[src/design/drk_pkg.sv]
// Package of the DER RSA key integer parser: phase and error codes,
// DER constants, the algorithm prefix table and the result type. No dependencies.
package drk_pkg;

  // Parser phases.
  typedef enum logic [3:0] {
    PH_SEQ_TAG  = 4'd0,
    PH_SEQ_LEN  = 4'd1,
    PH_VER_TAG  = 4'd2,
    PH_VER_LEN  = 4'd3,
    PH_VER_BYTE = 4'd4,
    PH_PREFIX   = 4'd5,
    PH_INT_TAG  = 4'd6,
    PH_INT_LEN  = 4'd7,
    PH_INT_PAD  = 4'd8,
    PH_INT_DATA = 4'd9,
    PH_TRAIL    = 4'd10
  } phase_e;

  // Error codes reported with the end of a key.
  typedef enum logic [2:0] {
    ERR_OK        = 3'd0,
    ERR_TRUNCATED = 3'd1,
    ERR_NOT_SEQ   = 3'd2,
    ERR_LEN_MISM  = 3'd3,
    ERR_BAD_VER   = 3'd4,
    ERR_PREFIX    = 3'd5,
    ERR_INT_TAG   = 3'd6,
    ERR_INT_LONG  = 3'd7
  } err_e;

  // DER tags and lengths.
  localparam logic [7:0] TAG_SEQUENCE = 8'h30;
  localparam logic [7:0] TAG_INTEGER  = 8'h02;
  localparam logic [7:0] VER_LENGTH   = 8'h01;
  localparam logic [7:0] INT_LEN_PAD  = 8'h09;

  localparam int unsigned CountW    = 9;
  localparam int unsigned PrefixLen = 20;
  localparam int unsigned PrefixW   = 5;

  localparam logic [CountW-1:0] COUNT_MAX      = 9'd511;
  localparam logic [CountW-1:0] MIN_COUNT_PRIV = 9'd5;
  localparam logic [CountW-1:0] MIN_COUNT_PUB  = 9'd22;
  localparam logic [3:0]        INTS_PRIV      = 4'd8;
  localparam logic [3:0]        INTS_PUB       = 4'd2;
  localparam logic [PrefixW-1:0] PREFIX_END    = 5'd20;

  // Fixed algorithm prefix of a public key.
  function automatic logic [7:0] alg_prefix(input logic [PrefixW-1:0] pos);
    logic [7:0] b;
    case (pos)
      5'd0:    b = 8'h30;
      5'd1:    b = 8'h0D;
      5'd2:    b = 8'h06;
      5'd3:    b = 8'h09;
      5'd4:    b = 8'h2A;
      5'd5:    b = 8'h86;
      5'd6:    b = 8'h48;
      5'd7:    b = 8'h86;
      5'd8:    b = 8'hF7;
      5'd9:    b = 8'h0D;
      5'd10:   b = 8'h01;
      5'd11:   b = 8'h01;
      5'd12:   b = 8'h01;
      5'd13:   b = 8'h05;
      5'd14:   b = 8'h00;
      5'd15:   b = 8'h03;
      5'd16:   b = 8'h13;
      5'd17:   b = 8'h00;
      5'd18:   b = 8'h30;
      5'd19:   b = 8'h10;
      default: b = 8'h00;
    endcase
    return b;
  endfunction

  // One result request.
  typedef struct packed {
    logic        value_valid;
    logic [63:0] int_value;
    logic [2:0]  value_index;
    logic        done_res;
    logic [2:0]  error_code;
  } res_t;

endpackage

[src/design/drk_if.sv]
// Valid/ready channels of the DER RSA key integer parser: the byte input
// and the result output. No dependencies.
interface drk_in_if;
  logic       valid;
  logic       ready;
  logic [7:0] data_byte;
  logic       last_byte;

  modport source (output valid, output data_byte, output last_byte, input ready);
  modport sink (input valid, input data_byte, input last_byte, output ready);
endinterface

interface drk_res_if;
  logic        valid;
  logic        ready;
  logic        value_valid;
  logic [63:0] int_value;
  logic [2:0]  value_index;
  logic        done_res;
  logic [2:0]  error_code;

  modport source (output valid, output value_valid, output int_value, output value_index,
                  output done_res, output error_code, input ready);
  modport sink (input valid, input value_valid, input int_value, input value_index,
                input done_res, input error_code, output ready);
endinterface

[src/design/der_rsa_key_integer_parser.sv]
// Each result is registered in out_q when its byte is accepted, or in the skid stage while res_o stalls.
// Throughput: one byte per cycle when the skid stage is free; the parser state is updated in the accepting cycle.
// A two-deep result register and skid stage keep input taken while one result waits.
// Reset (rst_ni low, asynchronous) rearms the parser, clears key_mode to private
// and empties both result stages.
module der_rsa_key_integer_parser (
  input  logic         clk_i,
  input  logic         rst_ni,
  input  logic         cfg_we_i,
  input  logic         cfg_wdata_i,
  drk_in_if.sink       in_i,
  drk_res_if.source    res_o
);
  import drk_pkg::*;

  // Configuration and parser state.
  logic                key_mode_q;
  phase_e              phase_q, phase_d;
  logic [CountW-1:0]   count_q, count_d;
  logic [7:0]          seq_len_q, seq_len_d;
  logic [63:0]         acc_q, acc_d;
  logic [3:0]          remain_q, remain_d;
  logic [3:0]          int_cnt_q, int_cnt_d;
  logic [PrefixW-1:0]  prefix_pos_q, prefix_pos_d;
  logic                err_seen_q, err_seen_d;

  // Result stages.
  res_t   out_q, out_d, skid_q, skid_d, res_new;
  logic   out_vld_q, out_vld_d, skid_vld_q, skid_vld_d;
  logic   accept, gen;

  assign in_i.ready = ~skid_vld_q;
  assign accept     = in_i.valid & in_i.ready;

  // Configuration register.
  always_ff @(posedge clk_i or negedge rst_ni) begin
    if (!rst_ni) begin
      key_mode_q <= 1'b0;
    end else if (cfg_we_i) begin
      key_mode_q <= cfg_wdata_i;
    end
  end

  // Byte parser: next state and the result of the current byte.
  always_comb begin
    logic [7:0]        b;
    logic              last;
    logic              emit;
    logic              err;
    err_e              code;
    logic [CountW-1:0] min_count;
    logic [3:0]        total;
    logic [63:0]       shifted;

    b         = in_i.data_byte;
    last      = in_i.last_byte;
    emit      = 1'b0;
    err       = 1'b0;
    code      = ERR_OK;
    min_count = key_mode_q ? MIN_COUNT_PUB : MIN_COUNT_PRIV;
    total     = key_mode_q ? INTS_PUB : INTS_PRIV;
    shifted   = {acc_q[55:0], b};

    phase_d      = phase_q;
    count_d      = (count_q == COUNT_MAX) ? count_q : count_q + 1'b1;
    seq_len_d    = seq_len_q;
    acc_d        = acc_q;
    remain_d     = remain_q;
    int_cnt_d    = int_cnt_q;
    prefix_pos_d = prefix_pos_q;
    err_seen_d   = err_seen_q;
    res_new      = '0;
    gen          = 1'b0;

    if (!err_seen_q) begin
      case (phase_q)
        PH_SEQ_TAG: begin
          if (b != TAG_SEQUENCE) begin
            err = 1'b1; code = ERR_NOT_SEQ;
          end else begin
            phase_d = PH_SEQ_LEN;
          end
        end
        PH_SEQ_LEN: begin
          seq_len_d    = b;
          phase_d      = key_mode_q ? PH_PREFIX : PH_VER_TAG;
          prefix_pos_d = '0;
        end
        PH_VER_TAG: begin
          if (b != TAG_INTEGER) begin
            err = 1'b1; code = ERR_BAD_VER;
          end else begin
            phase_d = PH_VER_LEN;
          end
        end
        PH_VER_LEN: begin
          if (b != VER_LENGTH) begin
            err = 1'b1; code = ERR_BAD_VER;
          end else begin
            phase_d = PH_VER_BYTE;
          end
        end
        PH_VER_BYTE: begin
          phase_d = PH_INT_TAG;
        end
        PH_PREFIX: begin
          if (prefix_pos_q >= PREFIX_END || b != alg_prefix(prefix_pos_q)) begin
            err = 1'b1; code = ERR_PREFIX;
          end else begin
            prefix_pos_d = prefix_pos_q + 1'b1;
            if (prefix_pos_d == PREFIX_END) phase_d = PH_INT_TAG;
          end
        end
        PH_INT_TAG: begin
          if (b != TAG_INTEGER) begin
            err = 1'b1; code = ERR_INT_TAG;
          end else begin
            phase_d = PH_INT_LEN;
          end
        end
        PH_INT_LEN: begin
          acc_d = '0;
          if (b > INT_LEN_PAD) begin
            err = 1'b1; code = ERR_INT_LONG;
          end else if (b == INT_LEN_PAD) begin
            remain_d = 4'd8;
            phase_d  = PH_INT_PAD;
          end else if (b == 8'd0) begin
            emit = 1'b1;
          end else begin
            remain_d = b[3:0];
            phase_d  = PH_INT_DATA;
          end
        end
        PH_INT_PAD: begin
          if (b != 8'h00) begin
            err = 1'b1; code = ERR_INT_LONG;
          end else begin
            phase_d = PH_INT_DATA;
          end
        end
        PH_INT_DATA: begin
          acc_d = shifted;
          if (remain_q != 4'd0) remain_d = remain_q - 1'b1;
          if (remain_d == 4'd0) emit = 1'b1;
        end
        PH_TRAIL: begin
        end
        default: begin
          phase_d = PH_SEQ_TAG;
          err = 1'b1; code = ERR_NOT_SEQ;
        end
      endcase

      // A completed integer is handed out and the next one is awaited, or the trailer phase follows the last integer.
      if (emit) begin
        res_new.value_valid = 1'b1;
        res_new.int_value   = acc_d;
        res_new.value_index = int_cnt_q[2:0];
        int_cnt_d           = int_cnt_q + 1'b1;
        acc_d               = '0;
        phase_d             = (int_cnt_d >= total) ? PH_TRAIL : PH_INT_TAG;
      end

      if (err) begin
        res_new            = '0;
        res_new.done_res   = 1'b1;
        res_new.error_code = code;
        gen                = 1'b1;
        err_seen_d         = ~last;
      end else if (last) begin
        // End-of-key checks, in order of precedence.
        if (count_d < min_count) begin
          code = ERR_TRUNCATED;
        end else if ({1'b0, seq_len_d} + 9'd2 != count_d) begin
          code = ERR_LEN_MISM;
        end else if (phase_d != PH_TRAIL) begin
          code = ERR_TRUNCATED;
        end else begin
          code = ERR_OK;
        end
        res_new.done_res   = 1'b1;
        res_new.error_code = code;
        gen                = 1'b1;
      end else begin
        gen = emit;
      end
    end

    // The last byte of a key rearms the parser.
    if (last) begin
      phase_d      = PH_SEQ_TAG;
      count_d      = '0;
      seq_len_d    = '0;
      acc_d        = '0;
      remain_d     = '0;
      int_cnt_d    = '0;
      prefix_pos_d = '0;
      err_seen_d   = 1'b0;
    end
  end

  // Parser state registers, updated on each accepted byte.
  always_ff @(posedge clk_i or negedge rst_ni) begin
    if (!rst_ni) begin
      phase_q      <= PH_SEQ_TAG;
      count_q      <= '0;
      seq_len_q    <= '0;
      acc_q        <= '0;
      remain_q     <= '0;
      int_cnt_q    <= '0;
      prefix_pos_q <= '0;
      err_seen_q   <= 1'b0;
    end else if (accept) begin
      phase_q      <= phase_d;
      count_q      <= count_d;
      seq_len_q    <= seq_len_d;
      acc_q        <= acc_d;
      remain_q     <= remain_d;
      int_cnt_q    <= int_cnt_d;
      prefix_pos_q <= prefix_pos_d;
      err_seen_q   <= err_seen_d;
    end
  end

  // Result register with a skid stage behind it.
  always_comb begin
    out_d      = out_q;
    out_vld_d  = out_vld_q;
    skid_d     = skid_q;
    skid_vld_d = skid_vld_q;
    if (!out_vld_q || res_o.ready) begin
      if (skid_vld_q) begin
        out_d      = skid_q;
        out_vld_d  = 1'b1;
        skid_vld_d = 1'b0;
      end else begin
        out_d     = res_new;
        out_vld_d = accept & gen;
      end
    end else if (accept && gen) begin
      skid_d     = res_new;
      skid_vld_d = 1'b1;
    end
  end

  always_ff @(posedge clk_i or negedge rst_ni) begin
    if (!rst_ni) begin
      out_vld_q  <= 1'b0;
      skid_vld_q <= 1'b0;
    end else begin
      out_vld_q  <= out_vld_d;
      skid_vld_q <= skid_vld_d;
    end
  end

  always_ff @(posedge clk_i) begin
    out_q  <= out_d;
    skid_q <= skid_d;
  end

  // Result channel.
  assign res_o.valid       = out_vld_q;
  assign res_o.value_valid = out_q.value_valid;
  assign res_o.int_value   = out_q.int_value;
  assign res_o.value_index = out_q.value_index;
  assign res_o.done_res    = out_q.done_res;
  assign res_o.error_code  = out_q.error_code;

endmodule

[src/flat_wrapper.sv]
// flat-port wrapper written by rule: the top's interface ports become plain ports
module der_rsa_key_integer_parser_flat import drk_pkg::*;
  (clk_i, rst_ni, cfg_we_i, cfg_wdata_i, in_i_valid, in_i_data_byte, in_i_last_byte, in_i_ready, res_o_valid, res_o_value_valid, res_o_int_value, res_o_value_index, res_o_done_res, res_o_error_code, res_o_ready);
  drk_in_if in_i_i ();
  drk_res_if res_o_i ();
  input  logic clk_i;
  input  logic rst_ni;
  input  logic cfg_we_i;
  input  logic cfg_wdata_i;
  input wire logic [$bits(in_i_i.valid)-1:0] in_i_valid;
  input wire logic [$bits(in_i_i.data_byte)-1:0] in_i_data_byte;
  input wire logic [$bits(in_i_i.last_byte)-1:0] in_i_last_byte;
  output wire logic [$bits(in_i_i.ready)-1:0] in_i_ready;
  output wire logic [$bits(res_o_i.valid)-1:0] res_o_valid;
  output wire logic [$bits(res_o_i.value_valid)-1:0] res_o_value_valid;
  output wire logic [$bits(res_o_i.int_value)-1:0] res_o_int_value;
  output wire logic [$bits(res_o_i.value_index)-1:0] res_o_value_index;
  output wire logic [$bits(res_o_i.done_res)-1:0] res_o_done_res;
  output wire logic [$bits(res_o_i.error_code)-1:0] res_o_error_code;
  input wire logic [$bits(res_o_i.ready)-1:0] res_o_ready;
  assign in_i_i.valid = in_i_valid;
  assign in_i_i.data_byte = in_i_data_byte;
  assign in_i_i.last_byte = in_i_last_byte;
  assign in_i_ready = in_i_i.ready;
  assign res_o_valid = res_o_i.valid;
  assign res_o_value_valid = res_o_i.value_valid;
  assign res_o_int_value = res_o_i.int_value;
  assign res_o_value_index = res_o_i.value_index;
  assign res_o_done_res = res_o_i.done_res;
  assign res_o_error_code = res_o_i.error_code;
  assign res_o_i.ready = res_o_ready;
  der_rsa_key_integer_parser u_core (.clk_i(clk_i), .rst_ni(rst_ni), .cfg_we_i(cfg_we_i), .cfg_wdata_i(cfg_wdata_i), .in_i(in_i_i), .res_o(res_o_i));
endmodule
[config.mk]
export PLATFORM = sky130hd
export DESIGN_NAME = der_rsa_key_integer_parser_flat
export DESIGN_NICKNAME = d
export VERILOG_FILES = /design/src/design/drk_pkg.sv /design/src/design/drk_if.sv /design/src/design/der_rsa_key_integer_parser.sv /design/src/flat_wrapper.sv
export SDC_FILE = /design/constraint.sdc
export NUM_CORES = 1
export LEC_CHECK = 0
export ABC_AREA = 1
export BUFFER_PORTS_ARGS = -buffer_cell sky130_fd_sc_hd__buf_4
export CAP_MARGIN = 10
export CELL_PAD_IN_SITES_DETAIL_PLACEMENT = 0
export CELL_PAD_IN_SITES_GLOBAL_PLACEMENT = 1
export CORE_MARGIN = 2
export CORE_UTILIZATION = 50
export CTS_CLUSTER_SIZE = 14
export DETAILED_ROUTE_END_ITERATION = 10
export PLACE_DENSITY = 0.86
export SLEW_MARGIN = 15
export SYNTH_ARGS = -nofsm -noshare
export SYNTH_HDL_FRONTEND = slang
export SYNTH_SLANG_ARGS = --single-unit
[constraint.sdc]
create_clock -name clk_i -period 14.55 [get_ports clk_i]
set_input_delay 0.7275 -clock clk_i [delete_from_list [all_inputs] [get_ports clk_i]]
set_output_delay 0.7275 -clock clk_i [all_outputs]
set_load 0.01 [all_outputs]
==> results.cfg <==
[timing]
fin_tns_setup_ps = 0
fin_crit_ps = 3810
setup_ws_ps = 10740
rsz0062_at_grt = false
fin_crit_sh_pct = 26.2
final.setup_skew_ps = 21.4
worst_pin_slew_ps = 1120
finalSetupViolCount = 0
hold-worst-slack_ps = 235
hold_viol = 0
fmaxAchievable_mhz = 263
relSlewSlack_pct = 25.6
maxSlewViolCount = 0

[clock_network]
cts_hold_buffers = 0
clockRootBuffer = clkbuf_16
post_cts_buffers = 0
cts_tree = done
clk_pin_slew_worst_paths_ps = 70
cts_sinks = 246
cts_resized = 0
h-tree-depth = 1
numCtsBuffers = 27
clkLatencyLatePin_ps = 540
cts_max_path_buffers = 3

[synth]
synthDistinctLibCells = 42
synthCells = 1407
synth-edff-count = 144
seq_area_frac_synth_pct = 56.5
ys_top_cells_by_count = nand2_1, inv_1, edfxtp_1
synth.largest_area_cell = edfxtp_1
ys_seq_elements = 246
synth_top_area_share_pct = 35.5
yosysMostFrequentCell = nand2_1
syn_avg_cell_area_um2 = 8.65
synthTopCellsByArea = edfxtp_1, dfrtp_1, nand2_1
yosysWarnings = 0
syn_nets = 1439
synth_area_mm2 = 0.0122
ys.flop_type = edfxtp_1
synthArstFlopShare_pct = 41.5

[detailed_routing]
firstDrtPassIters = 6
wl_um = 29200
antenna_left = 0
routed_via_density = 5.32
drcViolationCount = 0
drt-initial-drc-count = 614
wl_per_cell_um = 16.1
vias = 9653

[critical_path]
reg2reg_depth = 15
crit_path_end = u_core.skid_q[25]
reg2reg_from = u_core.remain_q[0]
crit_path_end_kind = flop
critical_path_class = flop to flop
r2r-end = u_core.skid_q[25]
critPathArrivalTime_ps = 3960
cp_max_fo = 54
timing.critical_path.from = u_core.remain_q[0]
start_kind = flop
worstPathRequired_ps = 14700
r2r_setup_slack_ps = 10740

[final_layout]
layout.nets = 1502
layout-drive-gt1-share_pct = 12.3
areaGrowthSynthToFinish_pct = 14.7
antenna_cells = 0

[grt]
grt_pass1_wl_um = 48200
grt_pass1_vias = 9358
grt.busiest_layer = met2
met2_usage_pct = 38.2
grt_usage_pct = 23.1
gr-usage-met3_pct = 3.69
grt_max_degree = 130
grt_overflow_total = 0
met1_usage_pct = 32.1
grt_antenna_before_repair = 0

[power_and_ir_drop]
clockPowerShare_pct = 42.3
p_sw_w = 0.000393
p_per_area_mw_per_mm2 = 118
power_frac_seq_pct = 48.3
p_int_w = 0.00125
combPwrFrac_pct = 9.4
irDropWorstVdd_v = 0.0000793
leakagePower_nw = 5.98
p_sw_share_pct = 23.9

[placed_design]
gp_congestion = 0.858
place_hpwl_um = 19000
portBuffers = 88
post-place-ws_ps = 10460

[hold_path]
hold_class = input port to async pin

[floorplan]
ioPinCount = 89
dieArea_mm2 = 0.0256
rows = 57
dieWidth_um = 160
start_util_pct = 50.5
core_mm2 = 0.0241
die_h_um = 160

[status]
status = completed

[run]
drv_cap = 0
==> logic make-up (layout without fill, tap and decap cells) <==
logic type	count (synthesis)	after routing	share of synthesized area (%)
DFF	246	246	56.5
buffers and inverters	239	322	7.69
xor gates and xnor gates	9	9	0.648
and+or+nand+nor	685	685	23.5
AOI/OAI and AO/OA	211	211	9.91
adders and majority gates	17	17	1.75
==> per-layer routing <==
| metal | share of wire [%] | vias up |
|---|---|---|
| met3 | 5.6 | 41 |
| met4 | 1.8 | 0 |
| met2 | 47 | 244 |
| met5 | 0 | - |
| li1 | - | 4780 |
| met1 | 45 | 4588 |
==> critical path: stages, from the launching register on <==
cell     delay [ps]
dfrtp_1         400
inv_1            80
ha_1            190
inv_1            50
nor2_1          150
nand2_1         130
nor2_1          120
a21oi_1          70
nor2_1          110
nand2_1          70
nand2_2         620
nor2_4           30
inv_1           100
o21ai_1         130
nor2_4          490
buf_4           700
==> power by group through the flow <==
stage	sequential, W	clock, W	combinational (W)
finish	0.000793	0.000695	0.000154
global route	0.000796	0.000734	0.000170
CTS	0.000793	0.000707	0.000155
detailed placement	0.000807	0	0.000154
global placement	0.000805	0	0.000153
floorplan	0.000821	0	0.0000690
==> final cells by class <==
class | instances | area [µm²]
clock buffer | 32 | 704
clock inverter | 17 | 201
fill | 2221 | 10100
inverter | 175 | 657
multi-input combinational | 922 | 4380
sequential | 246 | 6880
tap | 324 | 405
timing repair buffer | 98 | 736
==> sequential cells by signal, summed over array words and instances, names as in the netlist <==
signal	flops
u_core.res_o.done_res	1
u_core.res_o.int_value	64
u_core.phase_q	4
u_core.res_o.value_index	3
u_core.skid_q	72
u_core.key_mode_q	1
u_core.res_o.valid	1
u_core.res_o.value_valid	1
u_core.seq_len_q	8
u_core.skid_vld_q	1
u_core.err_seen_q	1
u_core.prefix_pos_q	5
u_core.remain_q	4
u_core.acc_q	64
u_core.count_q	9
u_core.res_o.error_code	3
u_core.int_cnt_q	4
==> cells in the final DEF, fill, tap and decap left out, types with 7 or more instances in the layout <==
cell         n
a21oi_1     16
buf_4       98
clkbuf_16   27
clkinv_1     7
dfrtp_1    101
edfxtp_1   144
ha_1        17
inv_1      158
inv_2       14
nand2_1    419
nand3_1    107
nand4_1     14
nor2_1     105
nor2_2      14
o21ai_0     95
o22ai_1     79
==> how the worst min path moves through the flow <==
| stage | from | to | slack (ps) | depth (start not counted) |
|---|---|---|---|---|
| floorplan | rst_ni | u_core.acc_q[0] | 430 | 0 |
| global placement | u_core.seq_len_q[4] | u_core.seq_len_q[4] | 470 | 2 |
| detailed placement | u_core.seq_len_q[4] | u_core.seq_len_q[4] | 470 | 2 |
| CTS | rst_ni | u_core.seq_len_q[4] | 250 | 1 |
| global route | rst_ni | u_core.seq_len_q[4] | 290 | 1 |
| finish | rst_ni | u_core.seq_len_q[4] | 230 | 1 |
==> metrics by stage <==
step / instance area [µm²] / util [%] / total power (W) / instances
after floorplan: 12200 / - / 0.000890 / 1407
after global placement: 13100 / 54.2 / 0.000959 / 1765
after detailed placement: 13100 / 54.2 / 0.000961 / 1765
after CTS: 14000 / 57.9 / 0.00165 / 1814
after global routing: 14000 / 57.9 / 0.00170 / 1814
final: 14000 / 57.9 / 0.00164 / 1814
(Power assumes the default switching activity.)
